<file path="src/design/aupd_pkg.sv">
// ----------------------------------------------------------------------------
// aupd_pkg: shared types and constants for the adaptor and USB plug detector
// Holds the plug state encoding, the register indexes and their reset
// values, and the word types passed between the modules.
// ----------------------------------------------------------------------------
package aupd_pkg;

  // Configuration port geometry.
  localparam int CFG_IDX_W  = 3;
  localparam int CFG_DATA_W = 16;
  localparam int TICK_W     = 10;
  localparam int SUSP_W     = 16;

  // Register reset values.
  localparam logic [TICK_W-1:0] RST_INSERT_CONFIRM  = 10'd16;
  localparam logic [TICK_W-1:0] RST_INITIAL_TIMEOUT = 10'd24;
  localparam logic [TICK_W-1:0] RST_REMOVE_CONFIRM  = 10'd8;
  localparam logic [TICK_W-1:0] RST_REINSERT        = 10'd3;
  localparam logic [TICK_W-1:0] RST_USB_OUT         = 10'd3;
  localparam logic [SUSP_W-1:0] RST_PHY_SUSPEND     = 16'd100;

  // Plug state encoding, as reported on the result word.
  typedef enum logic [1:0] {
    ST_UNKNOWN  = 2'd0,
    ST_INSERTED = 2'd1,
    ST_REMOVED  = 2'd2,
    ST_INIT_OUT = 2'd3
  } plug_state_t;

  // Register indexes on the configuration port.
  typedef enum logic [CFG_IDX_W-1:0] {
    CFG_INSERT_CONFIRM  = 3'd0,
    CFG_INITIAL_TIMEOUT = 3'd1,
    CFG_REMOVE_CONFIRM  = 3'd2,
    CFG_REINSERT        = 3'd3,
    CFG_USB_OUT         = 3'd4,
    CFG_PHY_SUSPEND     = 3'd5
  } cfg_idx_t;

  // Register set handed from the register file to the core.
  typedef struct packed {
    logic [TICK_W-1:0] insert_confirm_ticks;
    logic [TICK_W-1:0] initial_timeout_ticks;
    logic [TICK_W-1:0] remove_confirm_ticks;
    logic [TICK_W-1:0] reinsert_ticks;
    logic [TICK_W-1:0] usb_out_ticks;
    logic [SUSP_W-1:0] phy_suspend_ticks;
  } cfg_t;

  // One poll tick.
  typedef struct packed {
    logic adaptor_level;
    logic usb_level;
    logic device_mode;
  } in_word_t;

  // One result.
  typedef struct packed {
    plug_state_t adaptor_state;
    logic        usb_init_pulse;
    logic        removed_pulse;
    logic        exit_clear_pulse;
    logic        disconnect_pulse;
    logic        suspend_pulse;
  } out_word_t;

endpackage

</file>
<file path="src/design/aupd_in_if.sv">
// ----------------------------------------------------------------------------
// aupd_in_if: poll tick channel
// Carries valid, ready and the sensed levels of one tick.
// ----------------------------------------------------------------------------
interface aupd_in_if;
  logic valid;
  logic ready;
  logic adaptor_level;
  logic usb_level;
  logic device_mode;

  modport source (output valid, output adaptor_level, output usb_level,
                  output device_mode, input ready);
  modport sink (input valid, input adaptor_level, input usb_level,
                input device_mode, output ready);
endinterface

</file>
<file path="src/design/aupd_out_if.sv">
// ----------------------------------------------------------------------------
// aupd_out_if: result channel
// Carries valid, ready, the plug state and the event pulses of one tick.
// ----------------------------------------------------------------------------
interface aupd_out_if;
  logic       valid;
  logic       ready;
  logic [1:0] adaptor_state;
  logic       usb_init_pulse;
  logic       removed_pulse;
  logic       exit_clear_pulse;
  logic       disconnect_pulse;
  logic       suspend_pulse;

  modport source (output valid, output adaptor_state, output usb_init_pulse,
                  output removed_pulse, output exit_clear_pulse,
                  output disconnect_pulse, output suspend_pulse, input ready);
  modport sink (input valid, input adaptor_state, input usb_init_pulse,
                input removed_pulse, input exit_clear_pulse,
                input disconnect_pulse, input suspend_pulse, output ready);
endinterface

</file>
<file path="src/design/aupd_cfg.sv">
// ----------------------------------------------------------------------------
// aupd_cfg: configuration register file
// Six threshold registers written through a plain write port.
// ----------------------------------------------------------------------------
module aupd_cfg (
  input  logic                             clk,
  input  logic                             rst_n,
  input  logic                             cfg_we,
  input  logic [aupd_pkg::CFG_IDX_W-1:0]   cfg_index,
  input  logic [aupd_pkg::CFG_DATA_W-1:0]  cfg_data,
  output aupd_pkg::cfg_t                   cfg
);
  import aupd_pkg::*;

  cfg_t cfg_r;

  // Register writes; an index beyond the list is ignored.
  always_ff @(posedge clk) begin
    if (!rst_n) begin
      cfg_r.insert_confirm_ticks  <= RST_INSERT_CONFIRM;
      cfg_r.initial_timeout_ticks <= RST_INITIAL_TIMEOUT;
      cfg_r.remove_confirm_ticks  <= RST_REMOVE_CONFIRM;
      cfg_r.reinsert_ticks        <= RST_REINSERT;
      cfg_r.usb_out_ticks         <= RST_USB_OUT;
      cfg_r.phy_suspend_ticks     <= RST_PHY_SUSPEND;
    end else if (cfg_we) begin
      case (cfg_idx_t'(cfg_index))
        CFG_INSERT_CONFIRM:  cfg_r.insert_confirm_ticks  <= cfg_data[TICK_W-1:0];
        CFG_INITIAL_TIMEOUT: cfg_r.initial_timeout_ticks <= cfg_data[TICK_W-1:0];
        CFG_REMOVE_CONFIRM:  cfg_r.remove_confirm_ticks  <= cfg_data[TICK_W-1:0];
        CFG_REINSERT:        cfg_r.reinsert_ticks        <= cfg_data[TICK_W-1:0];
        CFG_USB_OUT:         cfg_r.usb_out_ticks         <= cfg_data[TICK_W-1:0];
        CFG_PHY_SUSPEND:     cfg_r.phy_suspend_ticks     <= cfg_data[SUSP_W-1:0];
        default: ;
      endcase
    end
  end

  assign cfg = cfg_r;

endmodule

</file>
<file path="src/design/aupd_core.sv">
// ----------------------------------------------------------------------------
// aupd_core: plug state machine and tick counters
// Evaluates one poll tick against the stored state, updates the state and
// counters when stepped, and presents the result word for that tick.
// ----------------------------------------------------------------------------
module aupd_core #(
  parameter int COUNT_WIDTH = 16
) (
  input  logic                clk,
  input  logic                rst_n,
  input  logic                step_en,
  input  aupd_pkg::in_word_t  tick,
  input  aupd_pkg::cfg_t      cfg,
  output aupd_pkg::out_word_t res
);
  import aupd_pkg::*;

  // Comparisons are made at a width that holds both counters and thresholds.
  localparam int CMP_W = (COUNT_WIDTH > SUSP_W) ? COUNT_WIDTH : SUSP_W;

  plug_state_t            state_r, state_nxt;
  logic [COUNT_WIDTH-1:0] high_r, high_nxt;
  logic [COUNT_WIDTH-1:0] elapsed_r, elapsed_nxt;
  logic [COUNT_WIDTH-1:0] usb_r, usb_nxt;
  logic [COUNT_WIDTH-1:0] idle_r, idle_nxt;
  logic                   susp_done_r, susp_done_nxt;

  logic [COUNT_WIDTH-1:0] high_inc, elapsed_inc, usb_inc, idle_inc;
  logic ins_hit, tmo_hit, rem_hit, rei_hit, iout_hit, disc_hit, susp_hit;
  logic idle_below;

  // Saturating increment: a counter stops at its all-ones value.
  function automatic logic [COUNT_WIDTH-1:0] sat_inc(input logic [COUNT_WIDTH-1:0] v);
    sat_inc = (&v) ? v : v + 1'b1;
  endfunction

  assign high_inc    = sat_inc(high_r);
  assign elapsed_inc = sat_inc(elapsed_r);
  assign usb_inc     = sat_inc(usb_r);
  assign idle_inc    = sat_inc(idle_r);

  // Transition and event conditions for this tick.
  assign ins_hit  = (state_r == ST_UNKNOWN) && tick.adaptor_level &&
                    (CMP_W'(high_inc) > CMP_W'(cfg.insert_confirm_ticks));
  assign tmo_hit  = (state_r == ST_UNKNOWN) && !ins_hit &&
                    (CMP_W'(elapsed_inc) > CMP_W'(cfg.initial_timeout_ticks));
  assign rem_hit  = (state_r == ST_INSERTED) && !tick.adaptor_level &&
                    (CMP_W'(elapsed_inc) > CMP_W'(cfg.remove_confirm_ticks));
  assign rei_hit  = (state_r == ST_REMOVED) && tick.adaptor_level &&
                    (CMP_W'(high_inc) > CMP_W'(cfg.reinsert_ticks));
  assign iout_hit = (state_r == ST_INIT_OUT) && tick.adaptor_level &&
                    (CMP_W'(elapsed_inc) > CMP_W'(cfg.reinsert_ticks));
  assign disc_hit = tick.device_mode && !tick.usb_level &&
                    (CMP_W'(usb_inc) > CMP_W'(cfg.usb_out_ticks));
  assign susp_hit = !tick.device_mode && tick.usb_level && !susp_done_r &&
                    (CMP_W'(idle_r) == CMP_W'(cfg.phy_suspend_ticks));
  assign idle_below = CMP_W'(idle_r) < CMP_W'(cfg.phy_suspend_ticks);

  // Next state and adaptor counters.
  always_comb begin
    state_nxt   = state_r;
    high_nxt    = high_r;
    elapsed_nxt = elapsed_inc;
    case (state_r)
      ST_UNKNOWN: begin
        high_nxt = tick.adaptor_level ? high_inc : '0;
        if (ins_hit) begin
          state_nxt   = ST_INSERTED;
          high_nxt    = '0;
          elapsed_nxt = '0;
        end else if (tmo_hit) begin
          state_nxt   = ST_INIT_OUT;
          elapsed_nxt = '0;
        end
      end
      ST_INSERTED: begin
        if (tick.adaptor_level) begin
          elapsed_nxt = '0;
        end else if (rem_hit) begin
          state_nxt = ST_REMOVED;
        end
      end
      ST_REMOVED: begin
        high_nxt = tick.adaptor_level ? high_inc : '0;
        if (rei_hit) begin
          state_nxt   = ST_INSERTED;
          elapsed_nxt = '0;
        end
      end
      ST_INIT_OUT: begin
        if (!tick.adaptor_level || iout_hit) begin
          elapsed_nxt = '0;
        end
        if (iout_hit) begin
          state_nxt = ST_INSERTED;
        end
      end
      default: begin
        state_nxt = ST_UNKNOWN;
      end
    endcase
  end

  // USB unplug and idle counters.
  always_comb begin
    usb_nxt       = usb_r;
    idle_nxt      = idle_r;
    susp_done_nxt = susp_done_r;
    if (tick.device_mode) begin
      if (tick.usb_level || disc_hit) begin
        usb_nxt = '0;
      end else begin
        usb_nxt = usb_inc;
      end
    end else if (tick.usb_level) begin
      if (susp_hit) begin
        susp_done_nxt = 1'b1;
      end else if (!susp_done_r && idle_below) begin
        idle_nxt = idle_inc;
      end
    end else begin
      idle_nxt      = '0;
      susp_done_nxt = 1'b0;
    end
  end

  // Result word for this tick.
  always_comb begin
    res.adaptor_state    = state_nxt;
    res.usb_init_pulse   = ins_hit || rei_hit || iout_hit;
    res.removed_pulse    = rem_hit;
    res.exit_clear_pulse = rei_hit;
    res.disconnect_pulse = disc_hit;
    res.suspend_pulse    = susp_hit;
  end

  // State and counter registers, advanced once per stepped tick.
  always_ff @(posedge clk) begin
    if (!rst_n) begin
      state_r     <= ST_UNKNOWN;
      high_r      <= '0;
      elapsed_r   <= '0;
      usb_r       <= '0;
      idle_r      <= '0;
      susp_done_r <= 1'b0;
    end else if (step_en) begin
      state_r     <= state_nxt;
      high_r      <= high_nxt;
      elapsed_r   <= elapsed_nxt;
      usb_r       <= usb_nxt;
      idle_r      <= idle_nxt;
      susp_done_r <= susp_done_nxt;
    end
  end

  // The state only moves on a stepped tick.
  a_state_hold: assert property (@(posedge clk) disable iff (!rst_n)
    !step_en |=> $stable(state_r))
    else $error("plug state changed without a tick");

  // A suspend request is followed by the done flag being set.
  a_susp_once: assert property (@(posedge clk) disable iff (!rst_n)
    (step_en && susp_hit) |=> susp_done_r)
    else $error("suspend done flag not set after suspend request");

  // The idle run never passes the suspend threshold.
  a_idle_bound: assert property (@(posedge clk) disable iff (!rst_n)
    (step_en && !susp_done_r && idle_below) |=> CMP_W'(idle_r) <= CMP_W'(cfg.phy_suspend_ticks))
    else $error("idle run passed the suspend threshold");

endmodule

</file>
<file path="src/design/adaptor_usb_plug_detector_top.sv">
// ----------------------------------------------------------------------------
// adaptor_usb_plug_detector_top: adaptor and USB plug detector
// Path: a tick accepted into the input register is evaluated by the core
// when stepped, and its result word is captured in the result register.
// Throughput: one tick per clock while the result channel does not stall,
// set by the state update between the input register and the result register.
// Reset: synchronous active-low rst_n clears the channel valids, the plug
// state and all counters, and loads the threshold registers' defaults.
// ----------------------------------------------------------------------------
module adaptor_usb_plug_detector_top #(
  parameter int COUNT_WIDTH = 16
) (
  input  logic                             clk,
  input  logic                             rst_n,
  aupd_in_if.sink                          in_chan,
  aupd_out_if.source                       out_chan,
  input  logic                             cfg_we,
  input  logic [aupd_pkg::CFG_IDX_W-1:0]   cfg_index,
  input  logic [aupd_pkg::CFG_DATA_W-1:0]  cfg_data
);
  import aupd_pkg::*;

  cfg_t      cfg;
  in_word_t  in_q_r;
  logic      in_v_r;
  out_word_t res;
  out_word_t out_q_r;
  logic      out_v_r;
  logic      out_take;
  logic      step_en;
  logic      in_acc;

  // Handshake: the input register drains whenever the result register is free.
  assign out_take       = !out_v_r || out_chan.ready;
  assign step_en        = in_v_r && out_take;
  assign in_chan.ready  = !in_v_r || out_take;
  assign in_acc         = in_chan.valid && in_chan.ready;

  aupd_cfg u_cfg (
    .clk       (clk),
    .rst_n     (rst_n),
    .cfg_we    (cfg_we),
    .cfg_index (cfg_index),
    .cfg_data  (cfg_data),
    .cfg       (cfg)
  );

  aupd_core #(
    .COUNT_WIDTH (COUNT_WIDTH)
  ) u_core (
    .clk     (clk),
    .rst_n   (rst_n),
    .step_en (step_en),
    .tick    (in_q_r),
    .cfg     (cfg),
    .res     (res)
  );

  // Input register: valid flag.
  always_ff @(posedge clk) begin
    if (!rst_n) begin
      in_v_r <= 1'b0;
    end else if (in_acc) begin
      in_v_r <= 1'b1;
    end else if (step_en) begin
      in_v_r <= 1'b0;
    end
  end

  // Input register: word.
  always_ff @(posedge clk) begin
    if (in_acc) begin
      in_q_r.adaptor_level <= in_chan.adaptor_level;
      in_q_r.usb_level     <= in_chan.usb_level;
      in_q_r.device_mode   <= in_chan.device_mode;
    end
  end

  // Result register: valid flag.
  always_ff @(posedge clk) begin
    if (!rst_n) begin
      out_v_r <= 1'b0;
    end else if (step_en) begin
      out_v_r <= 1'b1;
    end else if (out_chan.ready) begin
      out_v_r <= 1'b0;
    end
  end

  // Result register: word.
  always_ff @(posedge clk) begin
    if (step_en) begin
      out_q_r <= res;
    end
  end

  assign out_chan.valid            = out_v_r;
  assign out_chan.adaptor_state    = out_q_r.adaptor_state;
  assign out_chan.usb_init_pulse   = out_q_r.usb_init_pulse;
  assign out_chan.removed_pulse    = out_q_r.removed_pulse;
  assign out_chan.exit_clear_pulse = out_q_r.exit_clear_pulse;
  assign out_chan.disconnect_pulse = out_q_r.disconnect_pulse;
  assign out_chan.suspend_pulse    = out_q_r.suspend_pulse;

  // A removal word always reports the removed state.
  a_removed_state: assert property (@(posedge clk) disable iff (!rst_n)
    (out_v_r && out_q_r.removed_pulse) |-> (out_q_r.adaptor_state == ST_REMOVED))
    else $error("removed pulse without removed state");

  // Clearing the exit flag comes with a USB init request and the inserted state.
  a_clear_init: assert property (@(posedge clk) disable iff (!rst_n)
    (out_v_r && out_q_r.exit_clear_pulse) |->
      (out_q_r.usb_init_pulse && out_q_r.adaptor_state == ST_INSERTED))
    else $error("exit clear pulse without init request");

  // A held tick is not lost while the result register is stalled.
  a_in_hold: assert property (@(posedge clk) disable iff (!rst_n)
    (in_v_r && !step_en) |=> in_v_r)
    else $error("pending tick dropped");

endmodule
</file>
<file path="src/flat_wrapper.sv">
// flat-port wrapper written by rule: the top's interface ports become plain ports
module adaptor_usb_plug_detector_top_flat import aupd_pkg::*;
#(
  parameter int COUNT_WIDTH = 16
)
  (clk, rst_n, cfg_we, cfg_index, cfg_data, in_chan_valid, in_chan_adaptor_level, in_chan_usb_level, in_chan_device_mode, in_chan_ready, out_chan_valid, out_chan_adaptor_state, out_chan_usb_init_pulse, out_chan_removed_pulse, out_chan_exit_clear_pulse, out_chan_disconnect_pulse, out_chan_suspend_pulse, out_chan_ready);
  aupd_in_if in_chan_i ();
  aupd_out_if out_chan_i ();
  input  logic clk;
  input  logic rst_n;
  input  logic cfg_we;
  input  logic [aupd_pkg::CFG_IDX_W-1:0] cfg_index;
  input  logic [aupd_pkg::CFG_DATA_W-1:0] cfg_data;
  input wire logic [$bits(in_chan_i.valid)-1:0] in_chan_valid;
  input wire logic [$bits(in_chan_i.adaptor_level)-1:0] in_chan_adaptor_level;
  input wire logic [$bits(in_chan_i.usb_level)-1:0] in_chan_usb_level;
  input wire logic [$bits(in_chan_i.device_mode)-1:0] in_chan_device_mode;
  output wire logic [$bits(in_chan_i.ready)-1:0] in_chan_ready;
  output wire logic [$bits(out_chan_i.valid)-1:0] out_chan_valid;
  output wire logic [$bits(out_chan_i.adaptor_state)-1:0] out_chan_adaptor_state;
  output wire logic [$bits(out_chan_i.usb_init_pulse)-1:0] out_chan_usb_init_pulse;
  output wire logic [$bits(out_chan_i.removed_pulse)-1:0] out_chan_removed_pulse;
  output wire logic [$bits(out_chan_i.exit_clear_pulse)-1:0] out_chan_exit_clear_pulse;
  output wire logic [$bits(out_chan_i.disconnect_pulse)-1:0] out_chan_disconnect_pulse;
  output wire logic [$bits(out_chan_i.suspend_pulse)-1:0] out_chan_suspend_pulse;
  input wire logic [$bits(out_chan_i.ready)-1:0] out_chan_ready;
  assign in_chan_i.valid = in_chan_valid;
  assign in_chan_i.adaptor_level = in_chan_adaptor_level;
  assign in_chan_i.usb_level = in_chan_usb_level;
  assign in_chan_i.device_mode = in_chan_device_mode;
  assign in_chan_ready = in_chan_i.ready;
  assign out_chan_valid = out_chan_i.valid;
  assign out_chan_adaptor_state = out_chan_i.adaptor_state;
  assign out_chan_usb_init_pulse = out_chan_i.usb_init_pulse;
  assign out_chan_removed_pulse = out_chan_i.removed_pulse;
  assign out_chan_exit_clear_pulse = out_chan_i.exit_clear_pulse;
  assign out_chan_disconnect_pulse = out_chan_i.disconnect_pulse;
  assign out_chan_suspend_pulse = out_chan_i.suspend_pulse;
  assign out_chan_i.ready = out_chan_ready;
  adaptor_usb_plug_detector_top #(.COUNT_WIDTH(COUNT_WIDTH)) u_core (.clk(clk), .rst_n(rst_n), .in_chan(in_chan_i), .out_chan(out_chan_i), .cfg_we(cfg_we), .cfg_index(cfg_index), .cfg_data(cfg_data));
endmodule
</file>
<file path="config.mk">
export PLATFORM = sky130hd
export DESIGN_NAME = adaptor_usb_plug_detector_top_flat
export DESIGN_NICKNAME = d
export VERILOG_FILES = /design/src/design/aupd_pkg.sv /design/src/design/aupd_in_if.sv /design/src/design/aupd_out_if.sv /design/src/design/aupd_cfg.sv /design/src/design/aupd_core.sv /design/src/design/adaptor_usb_plug_detector_top.sv /design/src/flat_wrapper.sv
export SDC_FILE = /design/constraint.sdc
export NUM_CORES = 1
export LEC_CHECK = 0
export BUFFER_PORTS_ARGS = -buffer_cell sky130_fd_sc_hd__buf_2
export CAP_MARGIN = 10
export CORE_MARGIN = 2
export CORE_UTILIZATION = 45
export CTS_BUF_LIST = sky130_fd_sc_hd__clkbuf_2 sky130_fd_sc_hd__clkbuf_4 sky130_fd_sc_hd__clkbuf_8
export CTS_CLUSTER_DIAMETER = 80
export DETAILED_ROUTE_END_ITERATION = 7
export HOLD_SLACK_MARGIN = 0.15
export MAX_ROUTING_LAYER = met4
export PLACE_DENSITY_LB_ADDON = 0.3
export SLEW_MARGIN = 15
export SYNTH_ARGS = -nofsm -noshare
export SYNTH_HDL_FRONTEND = slang
export SYNTH_SLANG_ARGS = --single-unit
</file>
<file path="constraint.sdc">
create_clock -name clk -period 4.02 [get_ports clk]
set_input_delay 0.804 -clock clk [delete_from_list [all_inputs] [get_ports clk]]
set_output_delay 0.804 -clock clk [all_outputs]
set_load 0.03 [all_outputs]
</file>
==> flow_summary.ini, run 1 <==
[run_status]
status = finished clean

[route]
vias_per_cell = 5.51
drtPass1Iterations = 5
wl_mm = 22.2
ant_nets = 0
drcViolationCount = 0
routedWlPerCell_um = 15.9
vias = 7676
drt_iter0_markers = 419

[sta]
timing.fmax_mhz = 261
finalSetupTns_ns = 0
maxSlewViolCount = 0
period_share_pct = 95.3
min_period_ns = 3.83
fin_ws_ns = 0.188
tightest_slew_ns = 1.05
fin_skew_ns = 0.0143
finalSetupViolCount = 0
slew_headroom_pct = 29.6
finalHoldViolCount = 0

[setup_path]
worstPathRequired_ns = 4.38
startpoint_type = flip-flop
path_class = reg -> reg
slowest_stage = or4_4
reg2reg_from = u_core.u_core.elapsed_r[0]
crit_arrival_ns = 4.19
path_max_fanout = 5
worstReg2RegEnd = u_core.u_core.elapsed_r[6]
slowest_delay_ns = 0.56
endpoint_kind = flip-flop
r2r_setup_slack_ns = 0.19
crit_end = u_core.u_core.elapsed_r[6]
reg2reg_depth = 18
setup.worst_path.start = u_core.u_core.elapsed_r[0]
path_cells = ha_1 > nand3_1 > or4_4 > buf_4 > nor2_1 > nor2_1 > nand3_1 > xnor2_2 > ha_1 > and4_1 > nand4_1 > o221ai_1 > a21oi_2 > o31ai_1 > a32o_2 > and2b_2 > buf_4 > a22o_1

[logic_synthesis]
synth_common_cells = 198 x nand2_1, 135 x dfxtp_1, 80 x ha_1, 72 x inv_1, 69 x nor2_1
synthXorXnorAreaFrac_pct = 3.46
synth_nets = 1180
synth_adder_area_share_pct = 11.6
yosysWarnings = 0
synth-edff-count = 10
yosys.cell_types.count = 66
syn_inst = 1073
synth_compound_area_share_pct = 18.5
synthSimpleGateAreaFrac_pct = 25.7
synth.avg_cell_area_um2 = 8.01
synth_top_area_cell = dfxtp_1
yosysSeqAreaShare_pct = 34.9
synthTopCellsByArea = dfxtp_1 31%, ha_1 12%, nand2_1 8.6%
synthArstFlopShare_pct = 0
synth.cell_area_um2 = 8600
synth_ff_type = dfxtp_1
synth.most_common_cell = nand2_1
synthMuxAreaShare_pct = 0.611
ys_ff_latch = 145
yosysTopAreaCellShare_pct = 31.4
synth_top_family_by_area = simple AND/OR/NAND/NOR gates

[min_path]
min_path_type = reg -> reg

[global_route]
grt_busiest_layer = met2
grt_usage_pct = 23.7
met2_usage_pct = 39.2
grt_overflow = 0
grt_pass1_vias = 7423
met1_usage_pct = 29.7
antenna_found_initial = 1
grt_pass1_wl_mm = 37.0
grt_start_max_net_pins = 54
met3_usage_pct = 4.91

[clock_tree]
clk_latency_ns = 0.46
ctsHoldBuffers = 0
cts.sinks = 145
clockBufferDepth = 2
path_clk_slew_ns = 0.08
cts-root-buf = clkbuf_8
tritoncts = done
htree_levels = 4
cts_buffers = 17

[finish]
regArea_um2 = 3010
fin_util_pct = 53.0
area_delta_synth_final_pct = 15.3
multi_input_area_um2 = 5270
drive_gt1_share_pct = 14.7
nNetsFinal = 1252
fillers = 1721

[floorplan]
rows = 50
die-area_um2 = 20200
die_h_um = 142
initial_core_util_pct = 46.0
placeableCoreArea_um2 = 18700
io_pins = 36
die_x_um = 142

[place]
gp_congestion = 0.939
port_buffers = 35
dp_hpwl_mm = 16.1
pre_cts_slack_ns = -0.0195

[power]
p_leak_nw = 4.11
power.share.combinational_pct = 8.7
p_sw_mw = 0.792
internal-power_mw = 2.31
cellPowerDensity_nw_per_um2 = 312
peakVddDrop_v = 0.000237
swShare_pct = 25.6
power_frac_clock_pct = 43.1
seqPwrFrac_pct = 48.3

[run]
cap_violations = 0
## critical path: cells and delay by family, from the launching register on
family	cells	cell delay (ns)
simple gates	8	1.62
fa+ha+maj	2	0.47
buf+inv	2	0.33
xor+xnor	1	0.19
flops	1	0.34
compound gates	5	0.79
## power groups by stage
stage	clock, mW	sequential [mW]	combinational (mW)
floorplan	0	1.53	0.160
global placement	0	1.53	0.255
detailed placement	0	1.53	0.259
CTS	1.36	1.50	0.261
global route	1.42	1.50	0.299
finish	1.33	1.50	0.268
## cells by family after synthesis
| kind of cell | count (synthesis) |
|---|---|
| AO/OA/AOI/OAI | 232 |
| AND/OR/NAND/NOR | 463 |
| buffers and inverters | 114 |
| XOR/XNOR | 34 |
| adder cells (fa/ha/maj) | 80 |
| flip-flops | 145 |
| multiplexers | 5 |
## metrics by stage
step	power (mW)	area, µm²	hold WS [ns]	instances
floorplan	1.69	8600	0.435	1073
global placement	1.78	9320	0.450	1356
detailed placement	1.79	9320	0.457	1356
CTS	3.12	9770	0.469	1388
global route	3.22	9920	0.479	1393
finish	3.10	9920	0.466	1393
## layout make-up
class / count / share of cell area (%)
multi-input combinational: 814 / 53.1
timing repair buffer: 95 / 6.31
sequential: 145 / 30.3
antenna: 1 / 0.0252
clock inverter: 11 / 1.77
tap: 234 / 2.95
inverter: 72 / 2.73
clock buffer: 21 / 2.79
## how the worst min path moves through the flow
stage	from	end	slack [ns]	cells after the start
finish	u_core.u_cfg.cfg[20]	u_core.u_cfg.cfg[20]	0.47	2
global route	in_chan_adaptor_level	u_core.in_q_r[2]	0.48	1
CTS	u_core.u_cfg.cfg[24]	u_core.u_cfg.cfg[24]	0.47	2
detailed placement	u_core.u_cfg.cfg[24]	u_core.u_cfg.cfg[24]	0.46	2
global placement	u_core.u_cfg.cfg[29]	u_core.u_cfg.cfg[29]	0.45	2
floorplan	u_core.u_core.usb_r[9]	u_core.u_core.usb_r[9]	0.44	2
## placed cells by master (no fill, tap or decap), drive strengths merged, types with 7 or more instances in the layout
master	count
a211oi	12
a21boi	65
a21o	10
a21oi	29
and2	11
and3	20
buf	95
clkbuf	21
dfxtp	135
edfxtp	10
ha	80
inv	75
nand2	198
nand2b	7
nand3	45
nand4	23
nor2	69
nor2b	24
nor3	21
nor4	8
o211ai	18
o21a	14
o21ai	47
o31ai	8
or2	11
or4	9
xnor2	10
xor2	24
## registers in the layout, summed over array words and instances, names as in the netlist
name / count
u_core.out_chan.usb_init_pulse: 1
u_core.u_core.state_r: 2
u_core.u_core.high_r: 16
u_core.u_core.idle_r: 16
u_core.out_chan.adaptor_state: 2
u_core.out_chan.removed_pulse: 1
u_core.in_v_r: 1
u_core.u_core.usb_r: 16
u_core.out_chan.exit_clear_pulse: 1
u_core.u_core.elapsed_r: 16
u_core.out_chan.disconnect_pulse: 1
u_core.in_q_r: 3
u_core.u_cfg.cfg: 66
u_core.u_core.susp_done_r: 1
u_core.out_chan.suspend_pulse: 1
u_core.out_chan.valid: 1
## metal layers
metal	vias to the layer above	routed length [µm]
met3	22	852
met2	147	10700
met5	-	0
met1	3617	10400
met4	0	241
li1	3890	-
## repair_timing
| item | in CTS | in global routing |
|---|---|---|
| buffers inserted | 0 | 4 |
| setup endpoints to repair | 3 | 35 |
| pin swaps | 0 | 6 |
| cloned | 0 | 0 |
| gates resized for setup | 1 | 28 |
(Power assumes the default switching activity.)
==> run 2: changes to the inputs <==
--- a/config.mk
+++ b/config.mk
@@ -5,16 +5,15 @@
 export SDC_FILE = /design/constraint.sdc
 export NUM_CORES = 1
 export LEC_CHECK = 0
-export BUFFER_PORTS_ARGS = -buffer_cell sky130_fd_sc_hd__buf_2
 export CAP_MARGIN = 10
 export CORE_MARGIN = 2
 export CORE_UTILIZATION = 45
 export CTS_BUF_LIST = sky130_fd_sc_hd__clkbuf_2 sky130_fd_sc_hd__clkbuf_4 sky130_fd_sc_hd__clkbuf_8
 export CTS_CLUSTER_DIAMETER = 80
 export DETAILED_ROUTE_END_ITERATION = 7
+export DONT_BUFFER_PORTS = 1
 export HOLD_SLACK_MARGIN = 0.15
 export MAX_ROUTING_LAYER = met4
-export PLACE_DENSITY_LB_ADDON = 0.3
 export SLEW_MARGIN = 15
 export SYNTH_ARGS = -nofsm -noshare
 export SYNTH_HDL_FRONTEND = slang
==> constraint.sdc (replaced) <==
create_clock -name clk -period 3.26 [get_ports clk]
set_input_delay 0.652 -clock clk [delete_from_list [all_inputs] [get_ports clk]]
set_output_delay 0.652 -clock clk [all_outputs]
set_load 0.03 [all_outputs]
==> run 2 against run 1 <==
The flow now finishes with violations (negative setup slack). Combinational power is 31% higher. Clock power rose by 9.8%. Flip-flop and latch count did not move. Register-to-register slack lost 0.75 ns. First-iteration DRC count down 4.5%.
==> flow_summary.ini, run 2 (synthesized netlist as in run 1, its figures left out) <==
[finish]
nNetsFinal = 1304
largest_register_ffs = 66
area_delta_synth_final_pct = 31.5
drive_gt1_share_pct = 28.5
diodes = 0
layout_common_cells = 194 x nand2_1, 135 x buf_4, 119 x dfxtp_1
layout_commonest_cell = nand2_1
fin_util_pct = 60.4

[min_path]
min_path_type = in -> reg

[sta]
period_share_pct = 117
maxSlewViolCount = 0
timing.fmax_mhz = 261
fin_skew_ns = 0.0123
hold_slack_ns = 0.281
finalSetupViolCount = 50
slew_headroom_pct = 17.8
min_period_ns = 3.83
tightest_slew_ns = 1.23
fin_ws_ns = -0.567
finalHoldViolCount = 0
rsz0062_at_grt = yes

[setup_path]
worstPathRequired_ns = 3.64
slowest_stage = or4b_4
endpoint_kind = flip-flop
path_cells = ha_4 > nand3_4 > or4b_4 > or2_1 > nand2b_1 > buf_6 > xnor2_4 > ha_4 > and3_4 > nand3_4 > or3_4 > o221a_4 > o31ai_4 > a32o_2 > o21ai_1 > buf_4 > a311oi_2
slowest_delay_ns = 0.56
startpoint_type = flip-flop
path_max_fanout = 6
path_class = reg -> reg
crit_arrival_ns = 4.20

[power]
peakVddDrop_v = 0.000435
cellPowerDensity_nw_per_um2 = 324
p_leak_nw = 4.54

[run]
cap_violations = 0

[global_route]
grt_pass1_vias = 7797
grt_usage_pct = 25.1
antenna_found_initial = 0
grt_overflow = 0
grt_pass1_wl_mm = 38.9
grt_start_max_net_pins = 105

[route]
vias = 8022
vias_per_cell = 5.56
drcViolationCount = 0
ant_nets = 0
drt_iter0_markers = 400
drtPass1Iterations = 5
wl_mm = 24.5
routedWlPerCell_um = 16.9

[clock_tree]
path_clk_slew_ns = 0.08
clk_latency_ns = 0.46
ctsHoldBuffers = 0
htree_levels = 4
cts.sinks = 145
tritoncts = done
cts_buffers = 17
cts-root-buf = clkbuf_8
clockBufferDepth = 2

[floorplan]
placeableCoreArea_um2 = 18700
io_pins = 36
die-area_um2 = 20200
die_x_um = 142
initial_core_util_pct = 46.0
die_h_um = 142
rows = 50

[run_status]
violations = negative setup slack
status = finished, violations left

[place]
gp_congestion = 0.818
dp_hpwl_mm = 16.6
port_buffers = 0
[run 2: path summary, 6_finish.rpt]
path / start / end / slack [ns] / depth (start not counted)
worst max-delay path: u_core.u_core.high_r[0] / u_core.u_core.elapsed_r[15] / -0.57 / 17
worst min-delay path: in_chan_adaptor_level / u_core.in_q_r[2] / 0.28 / 0
worst max register to register: u_core.u_core.high_r[0] / u_core.u_core.elapsed_r[15] / -0.57 / 17
worst min register to register: u_core.u_cfg.cfg[4] / u_core.u_cfg.cfg[4] / 0.46 / 2
[run 2: power by group]
part | internal, mW | total [mW] | switching [mW] | leakage [nW]
clock network | 0.746 | 1.46 | 0.714 | 0.189
logic | 0.159 | 0.350 | 0.191 | 3.15
registers | 1.82 | 1.86 | 0.0367 | 1.20
total | 2.73 | 3.67 | 0.941 | 4.54
[run 2: final cells by class]
class,count,area [µm²]
Multi-Input combinational cell,814,6180
Timing Repair Buffer,147,1150
Inverter,72,270
Fill cell,1645,7400
Clock buffer,18,241
Sequential cell,145,3030
Tap cell,234,293
Clock inverter,14,146
[run 2: critical path: cells and delay by family (launching register included)]
family / cells / cell delay (ns)
buf+inv: 2 / 0.31
fa+ha+maj: 2 / 0.41
flops: 1 / 0.36
simple gates: 7 / 1.67
compound gates: 5 / 0.89
xor+xnor: 1 / 0.09
[run 2: routing by layer]
layer | part of all wire, % | global-route usage (%) | up-vias
li1 | - | - | 4002
met1 | 47 | 32.9 | 3865
met2 | 47 | 39.2 | 129
met3 | 4.2 | 5.59 | 26
met4 | 1.5 | 6.84 | 0
met5 | 0 | - | -
[run 2: per-stage QoR]
step                      setup TNS, ns  cell area (µm²)  instances  power [mW]  setup slack, ns
final                            -18.09            11300       1444        3.67           -0.567
after global routing             -25.35            11300       1444        3.81           -0.716
after CTS                        -12.76            10700       1428        3.64           -0.436
after detailed placement         -19.96             9760       1380        2.16           -0.611
after global placement           -18.15             9760       1380        2.16           -0.508
after floorplan                  -13.37             8800       1073        2.09           -0.478
[run 2: repair_timing]
item                                    4_1_cts  5_1_grt
pin swaps                                    43       61
cloned                                        0        1
buffers inserted                             19       17
endpoints found under the setup margin       50       50
gates resized for setup                      94       99
endpoints found under the hold margin         0        0
